==> src/hw/rtl/pbm_ascii_stream_parser_core_macros.svh <==
// assertion macros for the bitmap text parser
// no dependencies; included by the top level
`ifndef PBM_ASCII_STREAM_PARSER_CORE_MACROS_SVH
`define PBM_ASCII_STREAM_PARSER_CORE_MACROS_SVH

// same-cycle implication, checked out of reset
`define PBM_ASSERT_NOW(name, clk, rst_n, pre, post) \
    name: assert property (@(posedge clk) disable iff (!rst_n) (pre) |-> (post)) \
        else $error("pbm parser check failed");

// next-cycle implication, checked out of reset
`define PBM_ASSERT_NXT(name, clk, rst_n, pre, post) \
    name: assert property (@(posedge clk) disable iff (!rst_n) (pre) |=> (post)) \
        else $error("pbm parser check failed");

`endif

==> src/hw/rtl/pbm_pkg.sv <==
// types and constants of the bitmap text parser
// no dependencies; used by pbm_ascii_stream_parser_core
`timescale 1ns / 1ps

package pbm_pkg;

    localparam int POS_W  = 12;
    localparam int ERR_W  = 2;
    localparam int EVT_W  = 2;
    localparam int DATA_W = 56;

    // parser phases
    typedef enum logic [3:0] {
        PH_IDLE       = 4'd0,
        PH_WANT_ONE   = 4'd1,
        PH_WANT_THIRD = 4'd2,
        PH_SKIP_MAGIC = 4'd3,
        PH_LINE_START = 4'd4,
        PH_COMMENT    = 4'd5,
        PH_WIDTH      = 4'd6,
        PH_HEIGHT     = 4'd7,
        PH_PIXELS     = 4'd8
    } phase_t;

    // result kinds
    localparam logic [EVT_W-1:0] EV_PIXEL = 2'd0;
    localparam logic [EVT_W-1:0] EV_DIMS  = 2'd1;
    localparam logic [EVT_W-1:0] EV_ERROR = 2'd2;

    // error codes
    localparam logic [ERR_W-1:0] ERR_MAGIC  = 2'd0;
    localparam logic [ERR_W-1:0] ERR_WIDTH  = 2'd1;
    localparam logic [ERR_W-1:0] ERR_HEIGHT = 2'd2;
    localparam logic [ERR_W-1:0] ERR_LARGE  = 2'd3;

    // characters
    localparam logic [7:0] CH_P    = 8'h50;
    localparam logic [7:0] CH_ONE  = 8'h31;
    localparam logic [7:0] CH_ZERO = 8'h30;
    localparam logic [7:0] CH_NINE = 8'h39;
    localparam logic [7:0] CH_HASH = 8'h23;
    localparam logic [7:0] CH_LF   = 8'h0A;

    typedef struct packed {
        logic [EVT_W-1:0] event_res;
        logic [POS_W-1:0] pos_x;
        logic [POS_W-1:0] pos_y;
        logic             black;
        logic             last_pixel;
        logic [POS_W-1:0] width_out;
        logic [POS_W-1:0] height_out;
        logic [ERR_W-1:0] error_code;
    } res_t;

endpackage

==> src/hw/rtl/pbm_ascii_stream_parser_core.sv <==
// streaming parser for ASCII bitmap (P1) text, one character per beat
// depends on pbm_pkg and pbm_ascii_stream_parser_core_macros.svh
`timescale 1ns / 1ps

// One character of the file enters on each s_ beat, with s_tuser set on the first
// character of a file. The parser checks the "P1" magic line, skips comment lines
// that follow it, reads decimal width and height, then gives one pixel beat per
// '0' or '1' character with its 1-based column and row; the final pixel carries
// m_tlast. A dimensions beat is given on the character that ends the height, and
// an error beat on bad magic, a malformed number or a dimension above MAX_DIM,
// after which characters are dropped until the next file start. A new character is
// taken every cycle while s_tready is high: the whole per-character decision is one
// pass of logic from the accepted beat into the output register, and each result
// shows on m_ from that register. A two-entry output (output register plus skid
// register) keeps s_tready registered; it drops only while the skid register
// holds a beat that the sink has not yet taken.
`include "pbm_ascii_stream_parser_core_macros.svh"

module pbm_ascii_stream_parser_core #(
    parameter int MAX_DIM = 4095
) (
    input  logic                     aclk,
    input  logic                     aresetn,
    // input stream
    input  logic                     s_tvalid,
    output logic                     s_tready,
    input  logic [7:0]               s_tdata,   // [7:0] data_byte
    input  logic [0:0]               s_tuser,   // [0] file_start
    // result stream
    output logic                     m_tvalid,
    input  logic                     m_tready,
    output logic [pbm_pkg::DATA_W-1:0] m_tdata, // [11:0] pos_x, [23:12] pos_y,
                                                // [24] black, [36:25] width_out,
                                                // [48:37] height_out,
                                                // [50:49] error_code, rest zero
    output logic [pbm_pkg::EVT_W-1:0]  m_tuser, // [1:0] event_res
    output logic                     m_tlast    // last_pixel
);
    import pbm_pkg::*;

    // dimension values up to MAX_DIM; a digit step can reach MAX_DIM*10+9
    localparam int DIM_W = $clog2(MAX_DIM + 1);
    localparam int ACC_W = $clog2(MAX_DIM * 10 + 10);

    // parser state
    phase_t             phase_reg, phase_next;
    logic [DIM_W-1:0]   width_reg, width_next;
    logic [DIM_W-1:0]   height_reg, height_next;
    logic [DIM_W-1:0]   acc_reg, acc_next;
    logic               seen_reg, seen_next;
    logic [DIM_W-1:0]   col_reg, col_next;
    logic [DIM_W-1:0]   row_reg, row_next;

    // output register and skid register
    logic               out_valid_reg;
    res_t               out_data_reg;
    logic               skid_valid_reg;
    res_t               skid_data_reg;

    // per-character decode
    logic               in_fire;
    logic               out_pop;
    logic [7:0]         chr;
    logic               is_digit;
    logic               is_space;
    logic [ACC_W-1:0]   acc_sum;
    logic               acc_big;
    logic               last_px;
    logic               res_valid;
    logic [EVT_W-1:0]   res_event;
    logic [ERR_W-1:0]   res_err;
    logic               res_black;
    logic               res_last;
    logic               res_pos;
    res_t               res_data;

    assign s_tready = ~skid_valid_reg;
    assign in_fire  = s_tvalid & s_tready;
    assign out_pop  = out_valid_reg & m_tready;

    assign chr      = s_tdata;
    assign is_digit = (chr >= CH_ZERO) && (chr <= CH_NINE);
    assign is_space = chr inside {8'h20, [8'h09:8'h0D]};
    // acc*10 + digit, done as shifts and adds
    assign acc_sum  = (ACC_W'(acc_reg) << 3) + (ACC_W'(acc_reg) << 1) + ACC_W'(chr[3:0]);
    assign acc_big  = acc_sum > ACC_W'(MAX_DIM);
    assign last_px  = (col_reg == width_reg) && (row_reg == height_reg);

    // next state and result for the accepted character
    always_comb begin
        phase_next  = phase_reg;
        width_next  = width_reg;
        height_next = height_reg;
        acc_next    = acc_reg;
        seen_next   = seen_reg;
        col_next    = col_reg;
        row_next    = row_reg;
        res_valid   = 1'b0;
        res_event   = EV_PIXEL;
        res_err     = ERR_MAGIC;
        res_black   = 1'b0;
        res_last    = 1'b0;
        res_pos     = 1'b0;

        if (s_tuser[0]) begin
            // new file: clear everything, first character must be 'P'
            width_next  = '0;
            height_next = '0;
            acc_next    = '0;
            seen_next   = 1'b0;
            col_next    = DIM_W'(1);
            row_next    = DIM_W'(1);
            if (chr != CH_P) begin
                phase_next = PH_IDLE;
                res_valid  = 1'b1;
                res_event  = EV_ERROR;
                res_err    = ERR_MAGIC;
            end else begin
                phase_next = PH_WANT_ONE;
            end
        end else begin
            case (phase_reg)
                PH_IDLE: begin
                    phase_next = PH_IDLE;
                end
                PH_WANT_ONE: begin
                    if (chr != CH_ONE) begin
                        phase_next = PH_IDLE;
                        res_valid  = 1'b1;
                        res_event  = EV_ERROR;
                        res_err    = ERR_MAGIC;
                    end else begin
                        phase_next = PH_WANT_THIRD;
                    end
                end
                PH_WANT_THIRD: begin
                    phase_next = (chr == CH_LF) ? PH_LINE_START : PH_SKIP_MAGIC;
                end
                PH_SKIP_MAGIC, PH_COMMENT: begin
                    if (chr == CH_LF) begin
                        phase_next = PH_LINE_START;
                    end
                end
                PH_LINE_START, PH_WIDTH: begin
                    if (phase_reg == PH_LINE_START && chr == CH_HASH) begin
                        phase_next = PH_COMMENT;
                    end else if (is_digit) begin
                        acc_next   = DIM_W'(acc_sum);
                        seen_next  = 1'b1;
                        phase_next = PH_WIDTH;
                        if (acc_big) begin
                            phase_next = PH_IDLE;
                            res_valid  = 1'b1;
                            res_event  = EV_ERROR;
                            res_err    = ERR_LARGE;
                        end
                    end else if (!seen_reg) begin
                        if (is_space) begin
                            phase_next = PH_WIDTH;
                        end else begin
                            phase_next = PH_IDLE;
                            res_valid  = 1'b1;
                            res_event  = EV_ERROR;
                            res_err    = ERR_WIDTH;
                        end
                    end else begin
                        // width ends; the same non-digit opens the height
                        width_next = acc_reg;
                        acc_next   = '0;
                        seen_next  = 1'b0;
                        if (is_space) begin
                            phase_next = PH_HEIGHT;
                        end else begin
                            phase_next = PH_IDLE;
                            res_valid  = 1'b1;
                            res_event  = EV_ERROR;
                            res_err    = ERR_HEIGHT;
                        end
                    end
                end
                PH_HEIGHT: begin
                    if (is_digit) begin
                        acc_next  = DIM_W'(acc_sum);
                        seen_next = 1'b1;
                        if (acc_big) begin
                            phase_next = PH_IDLE;
                            res_valid  = 1'b1;
                            res_event  = EV_ERROR;
                            res_err    = ERR_LARGE;
                        end
                    end else if (!seen_reg) begin
                        if (!is_space) begin
                            phase_next = PH_IDLE;
                            res_valid  = 1'b1;
                            res_event  = EV_ERROR;
                            res_err    = ERR_HEIGHT;
                        end
                    end else begin
                        height_next = acc_reg;
                        acc_next    = '0;
                        seen_next   = 1'b0;
                        col_next    = DIM_W'(1);
                        row_next    = DIM_W'(1);
                        res_valid   = 1'b1;
                        res_event   = EV_DIMS;
                        // zero-sized image has no pixels
                        phase_next  = (width_reg == '0 || acc_reg == '0) ? PH_IDLE
                                                                        : PH_PIXELS;
                    end
                end
                PH_PIXELS: begin
                    if (chr == CH_ZERO || chr == CH_ONE) begin
                        res_valid = 1'b1;
                        res_event = EV_PIXEL;
                        res_pos   = 1'b1;
                        res_black = (chr == CH_ONE);
                        res_last  = last_px;
                        if (last_px) begin
                            phase_next = PH_IDLE;
                        end else if (col_reg == width_reg) begin
                            col_next = DIM_W'(1);
                            row_next = row_reg + DIM_W'(1);
                        end else begin
                            col_next = col_reg + DIM_W'(1);
                        end
                    end
                end
                default: begin
                    phase_next = PH_IDLE;
                end
            endcase
        end

        // dimensions shown are those after this character
        res_data.event_res  = res_event;
        res_data.pos_x      = res_pos ? POS_W'(col_reg) : '0;
        res_data.pos_y      = res_pos ? POS_W'(row_reg) : '0;
        res_data.black      = res_black;
        res_data.last_pixel = res_last;
        res_data.width_out  = POS_W'(width_next);
        res_data.height_out = POS_W'(height_next);
        res_data.error_code = (res_event == EV_ERROR) ? res_err : ERR_MAGIC;
    end

    // parser state registers
    always_ff @(posedge aclk) begin
        if (!aresetn) begin
            phase_reg  <= PH_IDLE;
            width_reg  <= '0;
            height_reg <= '0;
            acc_reg    <= '0;
            seen_reg   <= 1'b0;
            col_reg    <= DIM_W'(1);
            row_reg    <= DIM_W'(1);
        end else if (in_fire) begin
            phase_reg  <= phase_next;
            width_reg  <= width_next;
            height_reg <= height_next;
            acc_reg    <= acc_next;
            seen_reg   <= seen_next;
            col_reg    <= col_next;
            row_reg    <= row_next;
        end
    end

    // output register with skid: a result lands in the skid register only when
    // the output register is full and not being drained this cycle
    always_ff @(posedge aclk) begin
        if (!aresetn) begin
            out_valid_reg  <= 1'b0;
            skid_valid_reg <= 1'b0;
        end else if (skid_valid_reg) begin
            if (out_pop) begin
                out_valid_reg  <= 1'b1;
                skid_valid_reg <= 1'b0;
            end
        end else if (in_fire && res_valid) begin
            if (!out_valid_reg || out_pop) begin
                out_valid_reg <= 1'b1;
            end else begin
                skid_valid_reg <= 1'b1;
            end
        end else if (out_pop) begin
            out_valid_reg <= 1'b0;
        end
    end

    always_ff @(posedge aclk) begin
        if (skid_valid_reg) begin
            if (out_pop) begin
                out_data_reg <= skid_data_reg;
            end
        end else if (in_fire && res_valid) begin
            if (!out_valid_reg || out_pop) begin
                out_data_reg <= res_data;
            end else begin
                skid_data_reg <= res_data;
            end
        end
    end

    // result beat
    assign m_tvalid = out_valid_reg;
    assign m_tuser  = out_data_reg.event_res;
    assign m_tlast  = out_data_reg.last_pixel;
    assign m_tdata  = {5'd0,
                       out_data_reg.error_code,
                       out_data_reg.height_out,
                       out_data_reg.width_out,
                       out_data_reg.black,
                       out_data_reg.pos_y,
                       out_data_reg.pos_x};

    // a held skid beat always sits behind a full output register
    `PBM_ASSERT_NOW(a_skid_behind_out, aclk, aresetn, skid_valid_reg, out_valid_reg)
    // no result kind beyond pixel, dimensions and error
    `PBM_ASSERT_NOW(a_event_legal, aclk, aresetn, m_tvalid, m_tuser == EV_PIXEL || m_tuser == EV_DIMS || m_tuser == EV_ERROR)
    // pixel phase only with a non-empty image and column and row inside it
    `PBM_ASSERT_NOW(a_pixel_dims, aclk, aresetn, phase_reg == PH_PIXELS,
        width_reg != '0 && height_reg != '0 && col_reg <= width_reg &&
        row_reg <= height_reg)
    // a beat stalled by the sink is still there next cycle
    `PBM_ASSERT_NXT(a_out_hold, aclk, aresetn, m_tvalid && !m_tready, m_tvalid)

endmodule

==> config.mk <==
export PLATFORM = sky130hd
export DESIGN_NAME = pbm_ascii_stream_parser_core
export DESIGN_NICKNAME = d
export VERILOG_FILES = /design/src/hw/rtl/pbm_pkg.sv /design/src/hw/rtl/pbm_ascii_stream_parser_core.sv
export VERILOG_INCLUDE_DIRS = /design/src /design/src/hw/rtl
export SDC_FILE = /design/constraint.sdc
export NUM_CORES = 1
export LEC_CHECK = 0
export ABC_AREA = 1
export BUFFER_PORTS_ARGS = -buffer_cell sky130_fd_sc_hd__buf_2
export CELL_PAD_IN_SITES_DETAIL_PLACEMENT = 0
export CELL_PAD_IN_SITES_GLOBAL_PLACEMENT = 1
export CORE_AREA = 2 2 125 218
export CTS_CLUSTER_DIAMETER = 60
export DETAILED_ROUTE_END_ITERATION = 6
export DIE_AREA = 0 0 127 220
export PLACE_DENSITY = 0.62
export SLEW_MARGIN = 20
export SYNTH_ARGS = -nofsm -noshare
export SYNTH_HDL_FRONTEND = slang
export SYNTH_SLANG_ARGS = --single-unit
==> constraint.sdc <==
create_clock -name aclk -period 7.35 [get_ports aclk]
set_input_delay 0.3675 -clock aclk [delete_from_list [all_inputs] [get_ports aclk]]
set_output_delay 0.3675 -clock aclk [all_outputs]
set_load 0.01 [all_outputs]
==> results.toml <==
[floorplan]
fp.dieH_um = 220
core.rowCount = 79
initial_utilization_pct = 34.4
fp.coreArea_um2 = 26300
fp.dieArea_um2 = 27900
die_span_x_um = 127
io_pins = 74

[synthesis]
ys_seq_area_share_pct = 50.7
synth_xor_area_share_pct = 2.81
synthesis_warning_total = 0
count_of_flip_flops_with_a_built_in_enable_after_synthesis = 108
dominant_synthesized_flop_cell = "sky130_fd_sc_hd__edfxtp_1"
synth_largest_area_cell = "sky130_fd_sc_hd__edfxtp_1"
ys_top_cells_by_area = "sky130_fd_sc_hd__edfxtp_1, sky130_fd_sc_hd__dfxtp_1, sky130_fd_sc_hd__nand2_1, sky130_fd_sc_hd__inv_1, sky130_fd_sc_hd__nor2_1"
syn-mean-instance-area_um2 = 8.37
ys_async_sr_fraction_pct = 0
yosys.area_share.adder_pct = 3.91
netlist_area_um2 = 9030
synthesized_area_fraction_occupied_by_ao_oa_aoi_and_oai_cells_pct = 9.93
yosys.cell_types.count = 46
postSynthCellCount = 1079
synth-seq-cells = 175
synth_top_family_by_area = "simple AND/OR/NAND/NOR gates"
synth_largest_type_area_fraction_pct = 35.9
synthMuxAreaShare_pct = 0
yosys.area_share.simple_pct = 24.3

[global_route]
grt_first_pass_wirelength_mm = 37.3
overflow = 0
first_global_vias = 6841
track_usage_pct = 17.5
grt_start_max_net_pins = 81
grt_antenna_before_repair = 0

[worst_setup_path]
arrival_ns = 4.14
timing.critical_path.required_ns = 7.45
path_cells = "fa_1 > fa_1 > nand3_1 > nand3_1 > nand3_1 > nand4_1 > nand2_1 > nor2_1 > nand3_2 > nand3_1 > nand2_1 > nor2_1 > nand2_1 > nand3_1 > inv_2 > buf_4"
timing.critical_path.slowest_cell_delay_ns = 0.52
critPathSlowestCell = "sky130_fd_sc_hd__fa_1"
worst_setup_path_start_kind = "flop"
cp_max_fo = 32
worst_setup_path_end_kind = "flop"
cp_most_frequent_cell = "sky130_fd_sc_hd__nand3_1"
timing_worst_setup_path_type = "reg2reg"

[placed_design]
place.gp.congestion = 0.842
port_buffer_count = 68
dpl.hpwl_mm = 17.6
placed_area_um2 = 9640

[route]
routedWlPerCell_um = 16.1
iteration_count_of_the_initial_detailed_routing_pass = 6
route.detailed.drc = 0
via_count = 7077
detail_route.vias_per_cell = 4.81
route.antenna.remaining_nets = 0
postRouteWirelength_mm = 23.7
drt_iter0_markers = 443

[pwr]
total_power_uw = 2260
peakVddDrop_mv = 0.181
power.density_cell_area_nw_per_um2 = 219
power_leakage_uw = 0.00434

[clock_tree]
clk_latency_ns = 0.45
cts_tree = "yes"
cts.root.buffer_cell = "sky130_fd_sc_hd__clkbuf_16"
cts_inserted_buffers = 17
cts.htree.levels = 4
cts_hold_buf = 0
register_clock_pin_slew_on_the_reported_worst_setup_and_hold_paths_ns = 0.07
post_cts.resized_instances = 0
clockBufferDepth = 2
tritoncts_num_sinks = 175
cts_setup_buffers = 0

[final_layout]
num_antenna_cells = 0
final_area_um2 = 10300
syn2layout_area_growth_pct = 13.8
post_route_cells_drive_above_1_share_pct = 14.3
utilization_pct = 39.1
fillCellCount = 2765
design.final.nets = 1174
largest_reg_flops = 54

[sta]
number_of_pins_exceeding_their_max_slew_limit_in_the_final_report = 0
finalWorstPathRequiredPeriod_ns = 4.04
worst_slew_margin_rel_pct = 41.2
clock.fmax_mhz = 247
max_slew.worst_pin.slew_ns = 0.880
holdWs_ns = 0.223
final.setup.tns_ns = 0
finalHoldViolCount = 0
setup-violations-final = 0
maximum_clock_skew_at_final_layout_ns = 0.0135
setup_repair_after_global_routing_missed_its_margin = "no"
final_min_period_over_clock_period_pct = 55.0

[status]
run_status = "complete, no violations"

[job]
max_cap_viol_count = 0

[worst_hold_path]
hp-class = "in2reg"
==> cell usage in the layout (no fill, tap or decap), types with 17 or more instances in the layout <==
| cell | n |
|---|---|
| sky130_fd_sc_hd__nand2_1 | 259 |
| sky130_fd_sc_hd__inv_2 | 17 |
| sky130_fd_sc_hd__xor2_1 | 17 |
| sky130_fd_sc_hd__nor3_1 | 25 |
| sky130_fd_sc_hd__buf_2 | 68 |
| sky130_fd_sc_hd__nor2_1 | 110 |
| sky130_fd_sc_hd__edfxtp_1 | 108 |
| sky130_fd_sc_hd__dfxtp_1 | 66 |
| sky130_fd_sc_hd__clkbuf_16 | 17 |
| sky130_fd_sc_hd__nand3_1 | 41 |
| sky130_fd_sc_hd__inv_1 | 126 |
| sky130_fd_sc_hd__o21ai_0 | 64 |
| sky130_fd_sc_hd__a21oi_1 | 59 |
| sky130_fd_sc_hd__ha_1 | 25 |
==> final timing paths <==
path / start / end / slack [ns] / cells after the start
worst max register to register: acc_reg[0] / skid_data_reg[49] / 3.31 / 16
worst min register to register: phase_reg[2] / phase_reg[2] / 0.48 / 2
worst min-delay path: s_tdata[0] / acc_reg[0] / 0.22 / 3
worst max-delay path: acc_reg[0] / skid_data_reg[49] / 3.31 / 16
==> worst max-delay path, delay by kind of cell (launching register included) <==
family                   cells  cell delay (ns)
AND/OR/NAND/NOR             12             1.23
adder cells (fa/ha/maj)      2             1.01
buffers and inverters        2             0.92
flip-flops                   1             0.50
==> final cells by class <==
class	count	area (µm²)	share of cell area, %
Inverter	145	547	5.32
Multi-Input combinational cell	722	3730	36.2
Tap cell	324	405	3.94
Sequential cell	175	4590	44.6
Clock inverter	10	186	1.81
Timing Repair Buffer	73	378	3.67
Clock buffer	22	454	4.42
==> cell usage after synthesis, drive strengths merged (13+ instances only) <==
library cell,n
o21ai,74
a21oi,64
edfxtp,108
xor2,17
ha,25
dfxtp,67
nand2,267
buf,20
nor3,32
o211ai,13
nor2,120
clkbuf,21
inv,144
nand3,44
==> power breakdown <==
part	switching [µW]	leakage (µW)	total, µW	internal [µW]
Sequential	19.4	0.00156	1100	1080
Clock	386	0.000308	999	613
Combinational	110	0.00247	160	50.2
==> layer usage <==
layer | global-route usage (%) | share of wire [%]
met5 | 0 | 0
met2 | 33.0 | 54
met1 | 18.9 | 40
met4 | 8.35 | 3.4
met3 | 2.74 | 2.7
==> cells by family (layout without fill, tap and decap cells) <==
group                      count (synthesis)  after routing
AOI/OAI and AO/OA                        162            162
adders and majority gates                 27             27
and+or+nand+nor                          499            499
other                                      1              5
DFF                                      175            175
buffers and inverters                    186            250
xor gates and xnor gates                  29             29
==> metrics by stage <==
step / setup slack [ns] / instances
2_1_floorplan: 1.91 / 1083
3_3_place_gp: 3.27 / 1439
3_5_place_dp: 3.22 / 1439
4_1_cts: 3.25 / 1471
5_1_grt: 2.92 / 1471
6_report: 3.31 / 1471
(Power assumes the default switching activity.)
